### config.mk
export PLATFORM = sky130hd
export DESIGN_NAME = stepper_step_dir_generator_top
export DESIGN_NICKNAME = d
export VERILOG_FILES = /design/src/stp_pkg.sv /design/src/stp_cfg_regs.sv /design/src/stepper_step_dir_generator_top.sv
export SDC_FILE = /design/constraint.sdc
export NUM_CORES = 1
export LEC_CHECK = 0
export BUFFER_PORTS_ARGS = -buffer_cell sky130_fd_sc_hd__buf_4
export CAP_MARGIN = 20
export CELL_PAD_IN_SITES_DETAIL_PLACEMENT = 0
export CELL_PAD_IN_SITES_GLOBAL_PLACEMENT = 1
export CORE_ASPECT_RATIO = 2
export CORE_MARGIN = 4
export CORE_UTILIZATION = 40
export DETAILED_ROUTE_END_ITERATION = 7
export GPL_ROUTABILITY_DRIVEN = 0
export PLACE_DENSITY = 0.72
export SYNTH_ARGS = -nofsm -noshare
export SYNTH_HDL_FRONTEND = slang
export SYNTH_SLANG_ARGS = --single-unit
### constraint.sdc
create_clock -name clk -period 5.6 [get_ports clk]
set_input_delay 1.12 -clock clk [delete_from_list [all_inputs] [get_ports clk]]
set_output_delay 1.12 -clock clk [all_outputs]
set_load 0.03 [all_outputs]
### src/stp_pkg.sv
`timescale 1ns / 1ps

package stp_pkg;

    localparam int STEP_COUNT_BITS_DEF = 24;
    localparam int TIMER_BITS_DEF      = 32;

    localparam int PERIOD_W  = 24;
    localparam int TIMEOUT_W = 32;
    localparam int CFG_DATA_W = 32;
    localparam int FIELD_STEPS_W = 24;

    localparam logic [PERIOD_W-1:0]  PERIOD_RESET  = 24'd1000;
    localparam logic [TIMEOUT_W-1:0] TIMEOUT_RESET = 32'd2000000;

    typedef enum logic {
        REG_STEP_PERIOD  = 1'b0,
        REG_IDLE_TIMEOUT = 1'b1
    } stp_reg_idx_t;

    typedef enum logic {
        KIND_TICK = 1'b0,
        KIND_MOVE = 1'b1
    } stp_kind_t;

    typedef struct packed {
        logic [PERIOD_W-1:0]  step_period;
        logic [TIMEOUT_W-1:0] idle_timeout;
    } stp_cfg_t;

endpackage

### src/stp_cfg_regs.sv
`timescale 1ns / 1ps

module stp_cfg_regs
(
    input  logic                              clk,
    input  logic                              rst_n,
    input  logic                              cfg_we,
    input  stp_pkg::stp_reg_idx_t             cfg_addr,
    input  logic [stp_pkg::CFG_DATA_W-1:0]    cfg_wdata,
    output stp_pkg::stp_cfg_t                 cfg
);

    logic [stp_pkg::PERIOD_W-1:0]  period_reg;
    logic [stp_pkg::TIMEOUT_W-1:0] timeout_reg;

    always_ff @(posedge clk or negedge rst_n)
    begin
        if (!rst_n)
        begin
            period_reg  <= stp_pkg::PERIOD_RESET;
            timeout_reg <= stp_pkg::TIMEOUT_RESET;
        end
        else if (cfg_we)
        begin
            case (cfg_addr)
                stp_pkg::REG_STEP_PERIOD:
                begin
                    period_reg <= cfg_wdata[stp_pkg::PERIOD_W-1:0];
                end
                stp_pkg::REG_IDLE_TIMEOUT:
                begin
                    timeout_reg <= cfg_wdata[stp_pkg::TIMEOUT_W-1:0];
                end
                default:
                begin
                    period_reg <= period_reg;
                end
            endcase
        end
    end

    assign cfg.step_period  = period_reg;
    assign cfg.idle_timeout = timeout_reg;

endmodule

### src/stepper_step_dir_generator_top.sv
`timescale 1ns / 1ps
// Channel   | Dir | Handshake         | Payload
// s_*       | in  | tvalid / tready   | tuser = kind, tdata = move_steps
// m_*       | out | tvalid / tready   | tdata = step, dir, enable, steps_left, idle
// cfg_*     | in  | cfg_we, no wait   | cfg_addr = register index, cfg_wdata
//
// One item per clock while the result register is free or taken: each accepted
// item updates the state and loads the result register in the same cycle.
// The input side stalls only while the result register is full and not taken.
// Reset (rst_n, async low) clears state and result valid, sets since_edge to max.

module stepper_step_dir_generator_top
#(
    parameter int STEP_COUNT_BITS = stp_pkg::STEP_COUNT_BITS_DEF,
    parameter int TIMER_BITS      = stp_pkg::TIMER_BITS_DEF
)
(
    input  logic                           clk,
    input  logic                           rst_n,
    input  logic                           s_tvalid,
    output logic                           s_tready,
    input  logic [23:0]                    s_tdata,   // [23:0] move_steps
    input  logic                           s_tuser,   // [0] kind
    output logic                           m_tvalid,
    input  logic                           m_tready,
    output logic [31:0]                    m_tdata,   // [0] step_out, [1] dir_out,
                                                      // [2] enable_out, [26:3] steps_left,
                                                      // [27] idle, [31:28] zero
    input  logic                           cfg_we,
    input  stp_pkg::stp_reg_idx_t          cfg_addr,
    input  logic [stp_pkg::CFG_DATA_W-1:0] cfg_wdata
);

    localparam int FW = stp_pkg::FIELD_STEPS_W;
    localparam int W  = (STEP_COUNT_BITS > FW) ? STEP_COUNT_BITS : FW;
    localparam int CW = (TIMER_BITS > stp_pkg::TIMEOUT_W) ? TIMER_BITS : stp_pkg::TIMEOUT_W;
    localparam logic signed [W-1:0] CMAX =
        {{(W-STEP_COUNT_BITS+1){1'b0}}, {(STEP_COUNT_BITS-1){1'b1}}};
    localparam logic signed [W-1:0] CMIN = ~CMAX;
    localparam logic [TIMER_BITS-1:0] TMAX = {TIMER_BITS{1'b1}};

    stp_pkg::stp_cfg_t cfg;

    stp_cfg_regs u_cfg
    (
        .clk       (clk),
        .rst_n     (rst_n),
        .cfg_we    (cfg_we),
        .cfg_addr  (cfg_addr),
        .cfg_wdata (cfg_wdata),
        .cfg       (cfg)
    );

    logic signed [STEP_COUNT_BITS-1:0] remaining_reg, remaining_next;
    logic [TIMER_BITS-1:0]             since_edge_reg, since_edge_next;
    logic [TIMER_BITS-1:0]             idle_elapsed_reg, idle_elapsed_next;
    logic                              pulse_reg, pulse_next;
    logic                              dir_reg, dir_next;
    logic                              idle_reg, idle_next;
    logic                              enable_reg, enable_next;
    logic                              m_tvalid_reg;
    logic [31:0]                       m_tdata_reg;

    logic                              accept;
    logic signed [W-1:0]               load_ext;
    logic signed [STEP_COUNT_BITS-1:0] load_val;
    logic [TIMER_BITS-1:0]             se_inc;
    logic [TIMER_BITS-1:0]             ie_inc;
    logic                              past_period;
    logic                              past_half;
    logic                              past_timeout;
    logic signed [W-1:0]               rem_out_ext;

    assign s_tready = !m_tvalid_reg || m_tready;
    assign accept   = s_tvalid && s_tready;

    always_comb
    begin
        load_ext = W'($signed(s_tdata));
        if (load_ext > CMAX)
        begin
            load_ext = CMAX;
        end
        else if (load_ext < CMIN)
        begin
            load_ext = CMIN;
        end
        load_val = load_ext[STEP_COUNT_BITS-1:0];
    end

    assign se_inc = (since_edge_reg == TMAX) ? TMAX : since_edge_reg + 1'b1;
    assign ie_inc = (idle_elapsed_reg == TMAX) ? TMAX : idle_elapsed_reg + 1'b1;
    assign past_period  = CW'(se_inc) > CW'(cfg.step_period);
    assign past_half    = CW'(se_inc) > CW'(cfg.step_period >> 1);
    assign past_timeout = CW'(ie_inc) > CW'(cfg.idle_timeout);

    always_comb
    begin
        remaining_next    = remaining_reg;
        since_edge_next   = since_edge_reg;
        idle_elapsed_next = idle_elapsed_reg;
        pulse_next        = pulse_reg;
        dir_next          = dir_reg;
        idle_next         = idle_reg;
        enable_next       = enable_reg;
        if (s_tuser == stp_pkg::KIND_MOVE)
        begin
            remaining_next = load_val;
        end
        else
        begin
            since_edge_next = se_inc;
            if (remaining_reg == '0)
            begin
                if (idle_reg)
                begin
                    idle_elapsed_next = ie_inc;
                    if (past_timeout)
                    begin
                        enable_next = 1'b1;
                    end
                end
                else
                begin
                    idle_next         = 1'b1;
                    idle_elapsed_next = '0;
                end
                if (pulse_reg && past_half)
                begin
                    pulse_next = 1'b0;
                end
            end
            else
            begin
                idle_next   = 1'b0;
                enable_next = 1'b0;
                dir_next    = !remaining_reg[STEP_COUNT_BITS-1];
                if (past_period)
                begin
                    since_edge_next = '0;
                    pulse_next      = 1'b1;
                    if (remaining_reg[STEP_COUNT_BITS-1])
                    begin
                        remaining_next = remaining_reg + 1'b1;
                    end
                    else
                    begin
                        remaining_next = remaining_reg - 1'b1;
                    end
                end
                else if (pulse_reg && past_half)
                begin
                    pulse_next = 1'b0;
                end
            end
        end
    end

    assign rem_out_ext = W'(remaining_next);

    always_ff @(posedge clk or negedge rst_n)
    begin
        if (!rst_n)
        begin
            remaining_reg    <= '0;
            since_edge_reg   <= TMAX;
            idle_elapsed_reg <= '0;
            pulse_reg        <= 1'b0;
            dir_reg          <= 1'b0;
            idle_reg         <= 1'b0;
            enable_reg       <= 1'b0;
            m_tvalid_reg     <= 1'b0;
        end
        else
        begin
            if (accept)
            begin
                remaining_reg    <= remaining_next;
                since_edge_reg   <= since_edge_next;
                idle_elapsed_reg <= idle_elapsed_next;
                pulse_reg        <= pulse_next;
                dir_reg          <= dir_next;
                idle_reg         <= idle_next;
                enable_reg       <= enable_next;
                m_tvalid_reg     <= 1'b1;
            end
            else if (m_tready)
            begin
                m_tvalid_reg <= 1'b0;
            end
        end
    end

    always_ff @(posedge clk)
    begin
        if (accept)
        begin
            m_tdata_reg <= {4'b0000, idle_next, rem_out_ext[FW-1:0],
                            enable_next, dir_next, pulse_next};
        end
    end

    assign m_tvalid = m_tvalid_reg;
    assign m_tdata  = m_tdata_reg;

endmodule
==> summary.md, run 1 <==
| Metric | Value |
|---|---|
| TritonRoute pass-1 iters | 5 |
| Fin Setup TNS | 0 ns |
| Hold crit path type | reg2reg |
| Maximum VDD drop | 0.363 mV |
| Netlist Area Pre-Place | 12300 um2 |
| Period utilization | 86.6% |
| Number of global-route vias before repair | 11000 |
| Vias per std cell | 5.78 |
| Clock Sinks | 177 |
| I/O pins | 97 |
| Worst-Margin Slew | 0.996 ns |
| Total gr overflow | 0 |
| Post-Syn Instances | 1377 |
| Final setup fails | 0 |
| Crit-path max FO | 31 |
| Top FF cell, synth | dfrtp_1 |
| IO buf count | 92 |
| Post-synth ARST share | 84.2% |
| H-tree depth | 4 |
| Status | complete, no violations |
| Post-CTS setup buffers | 0 |
| Die X | 132 um |
| Slew headroom | 31.9% |
| # DRC | 0 |
| Setup Skew | 0.0163 ns |
| Via count | 10500 |
| Core area | 30200 um2 |
| Cts bufs inserted | 17 |
| Wirelength per Cell | 20.2 um |
| Starting Density | 40.6% |
| Die area | 33700 um2 |
| Max-cap viol count | 0 |
| Largest net degree at the start of global routing | 74 |
| CTS Hold Buffers Added | 0 |
| Crit. End Element | flop |
| Final instance area | 13900 um2 |
| Starting DRC count in detailed routing | 452 |
| Placed cell areas | 13300 um2 |
| Post-layout min period | 4.85 ns |
| Final hold violations | 0 |
| ANT cells | 0 |
| Syn_area_per_cell | 8.90 um2 |
| Die height | 256 um |
| GRT Resource Usage Total | 22.2% |
| DRT antenna net count | 0 |
| Yosys warnings | 0 |
| PwrDens | 416 nW/um2 |
| Critical Path AT | 5.03 ns |
| Critical Path Source Type | flop |
| Share of layout cells above drive strength 1 | 17.4% |
| RSZ-0062 raised after global routing | false |
| Post-synth EDFFs | 28 |
| Final WL | 36.9 mm |
| Post-CTS sizing | 0 |
| Clock Latency Late Sink | 0.46 ns |
| Yosys reg bits | 177 |
| Antenna violations before repair | 0 |
| Worst hold margin | 0.504 ns |
| CP required | 5.78 ns |
| Fin. max-slew vios | 0 |
| F_max | 206 MHz |
| Post-synthesis sequential area ratio | 37.7% |
| Final worst slack | 0.748 ns |
| Root Driver | clkbuf_16 |
| Total Power | 5790 uW |
| Distinct cell type count after synthesis | 74 |
| First-pass GRT wire length | 59.4 mm |
| Synth-to-layout area growth | 13.6% |
| Crit Path Category | reg2reg |
| Clock buffer depth | 2 |
| Dpl ws | 0.680 ns |
| Final nets | 1610 |
| CTS tree | yes |
| Pleak | 0.00622 uW |
| Core Rows | 90 |
| Post-DP HPWL | 28.4 mm |
| Fillers | 2987 |
| CTS clk-pin slew, worst paths | 0.07 ns |
-- cell usage in the layout (no fill, tap or decap), types with 21 or more instances in the layout --
master    netlist  routed
a31oi_1        23      23
nor2_1         72      71
nand3_1        53      53
edfxtp_1       28      28
mux2_2         35      35
xor2_1         29      29
inv_1          94      93
nor3_1         32      31
and3_1         21      21
xnor2_1        33      33
dfstp_2        45      45
dfrtp_1       104     104
a21o_1         26      26
ha_1          104     104
a21oi_1        95      95
nand4_1        37      37
o21ai_0        93      93
buf_4           5     116
nand2_1       165     165
-- metal layers --
| metal | vias to the layer above | GRT usage, % | wire (um) | part of all wire, % |
|---|---|---|---|---|
| li1 | 5098 | - | - | - |
| met1 | 5143 | 23.0 | 13300 | 36 |
| met2 | 214 | 42.5 | 20500 | 56 |
| met3 | 78 | 2.64 | 815 | 2.2 |
| met4 | 0 | 12.7 | 2160 | 5.9 |
| met5 | - | 0 | 0 | 0 |
-- critical path: stages, from the launching register on --
cell and delay [ns]:
dfstp_2 0.57, ha_1 0.18, nand3_1 0.20, or3_1 0.43, nor2_1 0.39, nand3_1 0.15, xnor2_1 0.15, nand2_1 0.11
ha_1 0.35, nand4_1 0.15, nor4_1 0.50, a31oi_1 0.15, a32o_1 0.32, a21oi_4 0.17, buf_12 0.21, buf_4 0.25
mux2i_1 0.21, a21oi_1 0.08
-- synth_stat cells (9+ instances only) --
library cell	number	area (um2)
a211oi_1	13	97.6
nand3_1	53	265
buf_2	15	75.1
o21ai_0	93	465
and3_1	21	131
mux2i_1	13	130
dfstp_2	45	1180
ha_1	104	1300
xnor2_1	33	289
a21oi_1	95	475
nor3_1	32	160
edfxtp_1	28	841
xor2_1	29	254
a22o_1	11	96.3
nand2_1	165	619
clkbuf_1	47	176
dfrtp_1	104	2600
o22a_1	9	78.8
nand4_1	37	231
nor2_1	72	270
inv_1	94	353
o21a_1	12	90.1
nor4_1	9	56.3
a31oi_1	23	144
a21o_1	26	195
nor3b_1	9	67.6
and4_1	10	87.6
mux2_2	35	394
-- final timing paths --
check / to / depth (start not counted) / from / slack [ns]
worst max-delay path: m_tdata[21] / 17 / since_edge_reg[1] / 0.75
worst min-delay path: since_edge_reg[6] / 2 / since_edge_reg[6] / 0.50
worst max register to register: m_tdata[21] / 17 / since_edge_reg[1] / 0.75
worst min register to register: since_edge_reg[6] / 2 / since_edge_reg[6] / 0.50
max in group asynchronous: since_edge_reg[24] / 2 / rst_n / 3.81
min in group asynchronous: remaining_reg[8] / 1 / rst_n / 0.69
-- cell families (layout without fill, tap and decap cells) --
| logic type | Yosys count | after routing | share of synthesized area, % |
|---|---|---|---|
| other | 1 | 4 | 0.0306 |
| AOI/OAI and AO/OA | 359 | 359 | 18.7 |
| buffers and inverters | 169 | 244 | 5.67 |
| DFF | 177 | 177 | 37.7 |
| adders and majority gates | 105 | 105 | 10.8 |
| muxes | 49 | 49 | 4.40 |
| and+or+nand+nor | 455 | 455 | 18.2 |
| xor gates and xnor gates | 62 | 62 | 4.43 |
-- stage by stage --
step	utilization, %	instances
floorplan	-	1380
global placement	44.1	1791
detailed placement	44.1	1791
CTS	46.1	1823
global route	46.1	1823
finish	46.1	1823
-- layout make-up --
cell class | count | area [um2] | area share, %
multi-input cells | 1034 | 6970 | 50.1
clock buffers | 19 | 433 | 3.11
clock inverters | 13 | 174 | 1.25
well taps | 368 | 460 | 3.31
inverters | 94 | 353 | 2.53
flip-flops and latches | 177 | 4630 | 33.2
repair buffers | 118 | 902 | 6.48
-- where the power goes --
part,total (uW),internal (uW),switching (uW)
clock,1270,712,557
sequential,1780,1560,218
combinational,2730,1070,1660
No activity file was read; power rests on OpenSTA's default activity.
==> run 2: changes to the inputs <==
--- a/config.mk
+++ b/config.mk
@@ -5,16 +5,17 @@
 export SDC_FILE = /design/constraint.sdc
 export NUM_CORES = 1
 export LEC_CHECK = 0
+export ABC_AREA = 1
 export BUFFER_PORTS_ARGS = -buffer_cell sky130_fd_sc_hd__buf_4
 export CAP_MARGIN = 20
 export CELL_PAD_IN_SITES_DETAIL_PLACEMENT = 0
 export CELL_PAD_IN_SITES_GLOBAL_PLACEMENT = 1
 export CORE_ASPECT_RATIO = 2
 export CORE_MARGIN = 4
-export CORE_UTILIZATION = 40
+export CORE_UTILIZATION = 45
 export DETAILED_ROUTE_END_ITERATION = 7
 export GPL_ROUTABILITY_DRIVEN = 0
-export PLACE_DENSITY = 0.72
+export PLACE_DENSITY = 0.82
 export SYNTH_ARGS = -nofsm -noshare
 export SYNTH_HDL_FRONTEND = slang
 export SYNTH_SLANG_ARGS = --single-unit
==> run 2 against run 1 <==
Clock power down 6%. Core utilization is 5.4 points higher. First-iteration DRC count is 11% higher. Hold slack got worse by 0.018 ns. Non-clock buffer count down 12. Total power fell by 2.7%. Die area down 7.8%. Synthesized cell count is 24% higher. Setup slack improved by 0.26 ns. Critical path depth is 4 higher. Register-to-register slack improved by 0.26 ns. Critical path type unchanged. Largest cell class unchanged. Largest power group unchanged.
==> summary.md, run 2 <==
| Metric | Value |
|---|---|
| Commonest non-fill, non-tap cell in the layout | nand2_1 |
| Post-CTS sizing | 0 |
| Synth area leaders | dfrtp_1, nand2_1, ha_1 |
| Crit Path Category | reg2reg |
| Post-CTS setup buffers | 0 |
| Period utilization | 82.0% |
| Setup Skew | 0.0130 ns |
| Final worst slack | 1.01 ns |
| Clock buffer depth | 2 |
| Worst-Margin Slew | 1.05 ns |
| Critical Path Source Type | flop |
| Post-synth ARST share | 84.2% |
| Fin. max-slew vios | 0 |
| Final WL | 38.9 mm |
| Placed Cells | 2120 |
| GRT Resource Usage Total | 25.4% |
| Crit. End Element | flop |
| Hold crit path type | reg2reg |
| Post-Syn Instances | 1708 |
| Multi-input logic area | 6890 um2 |
| RSZ-0062 raised after global routing | false |
| Share of layout cells above drive strength 1 | 14.9% |
| Status | complete, no violations |
| Pleak | 0.00698 uW |
| Total gr overflow | 0 |
| Core area | 27700 um2 |
| Synth-to-layout area growth | 12.4% |
| CTS tree | yes |
| Fillers | 2798 |
| Core Rows | 86 |
| Final nets | 1956 |
| Wirelength per Cell | 18.1 um |
| IO buf count | 92 |
| Crit-path max FO | 46 |
| I/O pins | 97 |
| Largest net degree at the start of global routing | 75 |
| TritonRoute pass-1 iters | 7 |
| Cts bufs inserted | 17 |
| Syn_area_per_cell | 7.41 um2 |
| Starting DRC count in detailed routing | 502 |
| Vias per std cell | 5.34 |
| PwrDens | 395 nW/um2 |
| CTS clk-pin slew, worst paths | 0.08 ns |
| Netlist Area Pre-Place | 12700 um2 |
| H-tree depth | 4 |
| Post-synth EDFFs | 28 |
| First-pass GRT wire length | 61.2 mm |
| Post-layout min period | 4.59 ns |
| Final setup fails | 0 |
| Worst hold margin | 0.486 ns |
| Storage element area | 4630 um2 |
| CP required | 5.82 ns |
| F_max | 218 MHz |
| DRT antenna net count | 0 |
| Most frequent cells in the layout | nand2_1, inv_1, o21ai_0, nor2_1, nand3_1 |
| Post-synthesis sequential area ratio | 36.5% |
| Yosys reg bits | 177 |
| Die area | 31100 um2 |
| Antenna violations before repair | 0 |
| Dpl ws | 0.983 ns |
| Yosys top cell by area | dfrtp_1 |
| Starting Density | 45.8% |
| Distinct cell type count after synthesis | 51 |
| Post-DP HPWL | 30.9 mm |
| Max-cap viol count | 0 |
| Via count | 11500 |
| # DRC | 0 |
| Die X | 127 um |
| Top cells by count, synth | nand2_1, inv_1, nor2_1, o21ai_0, nand3_1 |
| Count leader, synth | nand2_1 |
| Yosys warnings | 0 |
| Clock Latency Late Sink | 0.46 ns |
| Finished Layout Cells | 2153 |
| Root Driver | clkbuf_16 |
| CTS Hold Buffers Added | 0 |
| Area share of the largest cell type after synthesis | 20.5% |
| Clock Sinks | 177 |
| Maximum VDD drop | 0.276 mV |
| Top FF cell, synth | dfrtp_1 |
| Fin Setup TNS | 0 ns |
| ANT cells | 0 |
| Final hold violations | 0 |
| Slew headroom | 29.3% |
| Critical Path AT | 4.81 ns |
| Number of global-route vias before repair | 11800 |
| Die height | 245 um |
[run 2: changes by cell type after synthesis, moves of 18 or more]
cell     delta
mux2_2     -35
o21ai_0    +44
nand2_2    +21
or2_2      +18
nand2_1   +261
and3_1     -21
nor2_1     +65
nand3_1    +65
a21o_1     -26
inv_1     +142
a31oi_1    -23
xnor2_1    -26
[run 2: power by group]
group / switching (uW) / internal, uW
registers: 176 / 1560
logic: 1780 / 910
clock network: 598 / 604
[run 2: layout make-up]
type | instances | area share [%]
tap | 352 | 3.09
timing repair buffer | 106 | 5.69
multi-input combinational | 1247 | 48.4
clock inverter | 14 | 0.932
clock buffer | 18 | 3.08
sequential | 177 | 32.5
inverter | 239 | 6.30
[run 2: critical path: stages, from the launching register on]
cell,delay [ns]
dfstp_2,0.56
ha_1,0.21
nand2_1,0.17
nor2_2,0.28
nand3_1,0.21
inv_1,0.09
nand2_1,0.09
xor2_1,0.16
nor2_1,0.14
inv_1,0.09
ha_1,0.28
nand2_1,0.08
nor4b_1,0.36
buf_2,0.24
nand4_1,0.10
nand2_1,0.16
nand2_4,0.15
nand2_8,0.35
inv_1,0.22
nand2_1,0.13
nand3_1,0.10
and2_1,0.16
[run 2: stage by stage]
| stage | cell area, um2 | utilization [%] | power, uW |
|---|---|---|---|
| 6_report | 14200 | 51.5 | 5630 |
| 3_3_place_gp | 13600 | 49.3 | 4400 |
| 2_1_floorplan | 12700 | - | 3680 |
| 3_5_place_dp | 13600 | 49.3 | 4430 |
| 4_1_cts | 14200 | 51.4 | 5650 |
| 5_1_grt | 14200 | 51.5 | 6030 |
[run 2: metal layers]
metal / global-route usage, % / share of wire (%) / up-vias
met2: 50.5 / 57 / 237
li1: - / - / 5725
met5: 0 / 0 / -
met4: 16.7 / 7.1 / 0
met3: 3.35 / 2.5 / 112
met1: 23.2 / 33 / 5415
[run 2: worst paths after layout]
kind	from	end	slack, ns	depth (start not counted)
max	since_edge_reg[1]	m_tdata[20]	1.01	21
max reg2reg	since_edge_reg[1]	m_tdata[20]	1.01	21
min	u_cfg.period_reg[16]	u_cfg.period_reg[16]	0.49	2
min reg2reg	u_cfg.period_reg[16]	u_cfg.period_reg[16]	0.49	2
max in group asynchronous	rst_n	since_edge_reg[31]	3.83	2
min in group asynchronous	rst_n	u_cfg.period_reg[1]	0.71	1
[run 2: logic make-up after synthesis]
| logic type | count (synthesis) | share of synthesized area [%] |
|---|---|---|
| xor gates and xnor gates | 44 | 3.04 |
| adders and majority gates | 105 | 10.4 |
| other | 1 | 0.0296 |
| and+or+nand+nor | 816 | 28.5 |
| AOI/OAI and AO/OA | 278 | 12.3 |
| DFF | 177 | 36.5 |
| buffers and inverters | 287 | 9.20 |
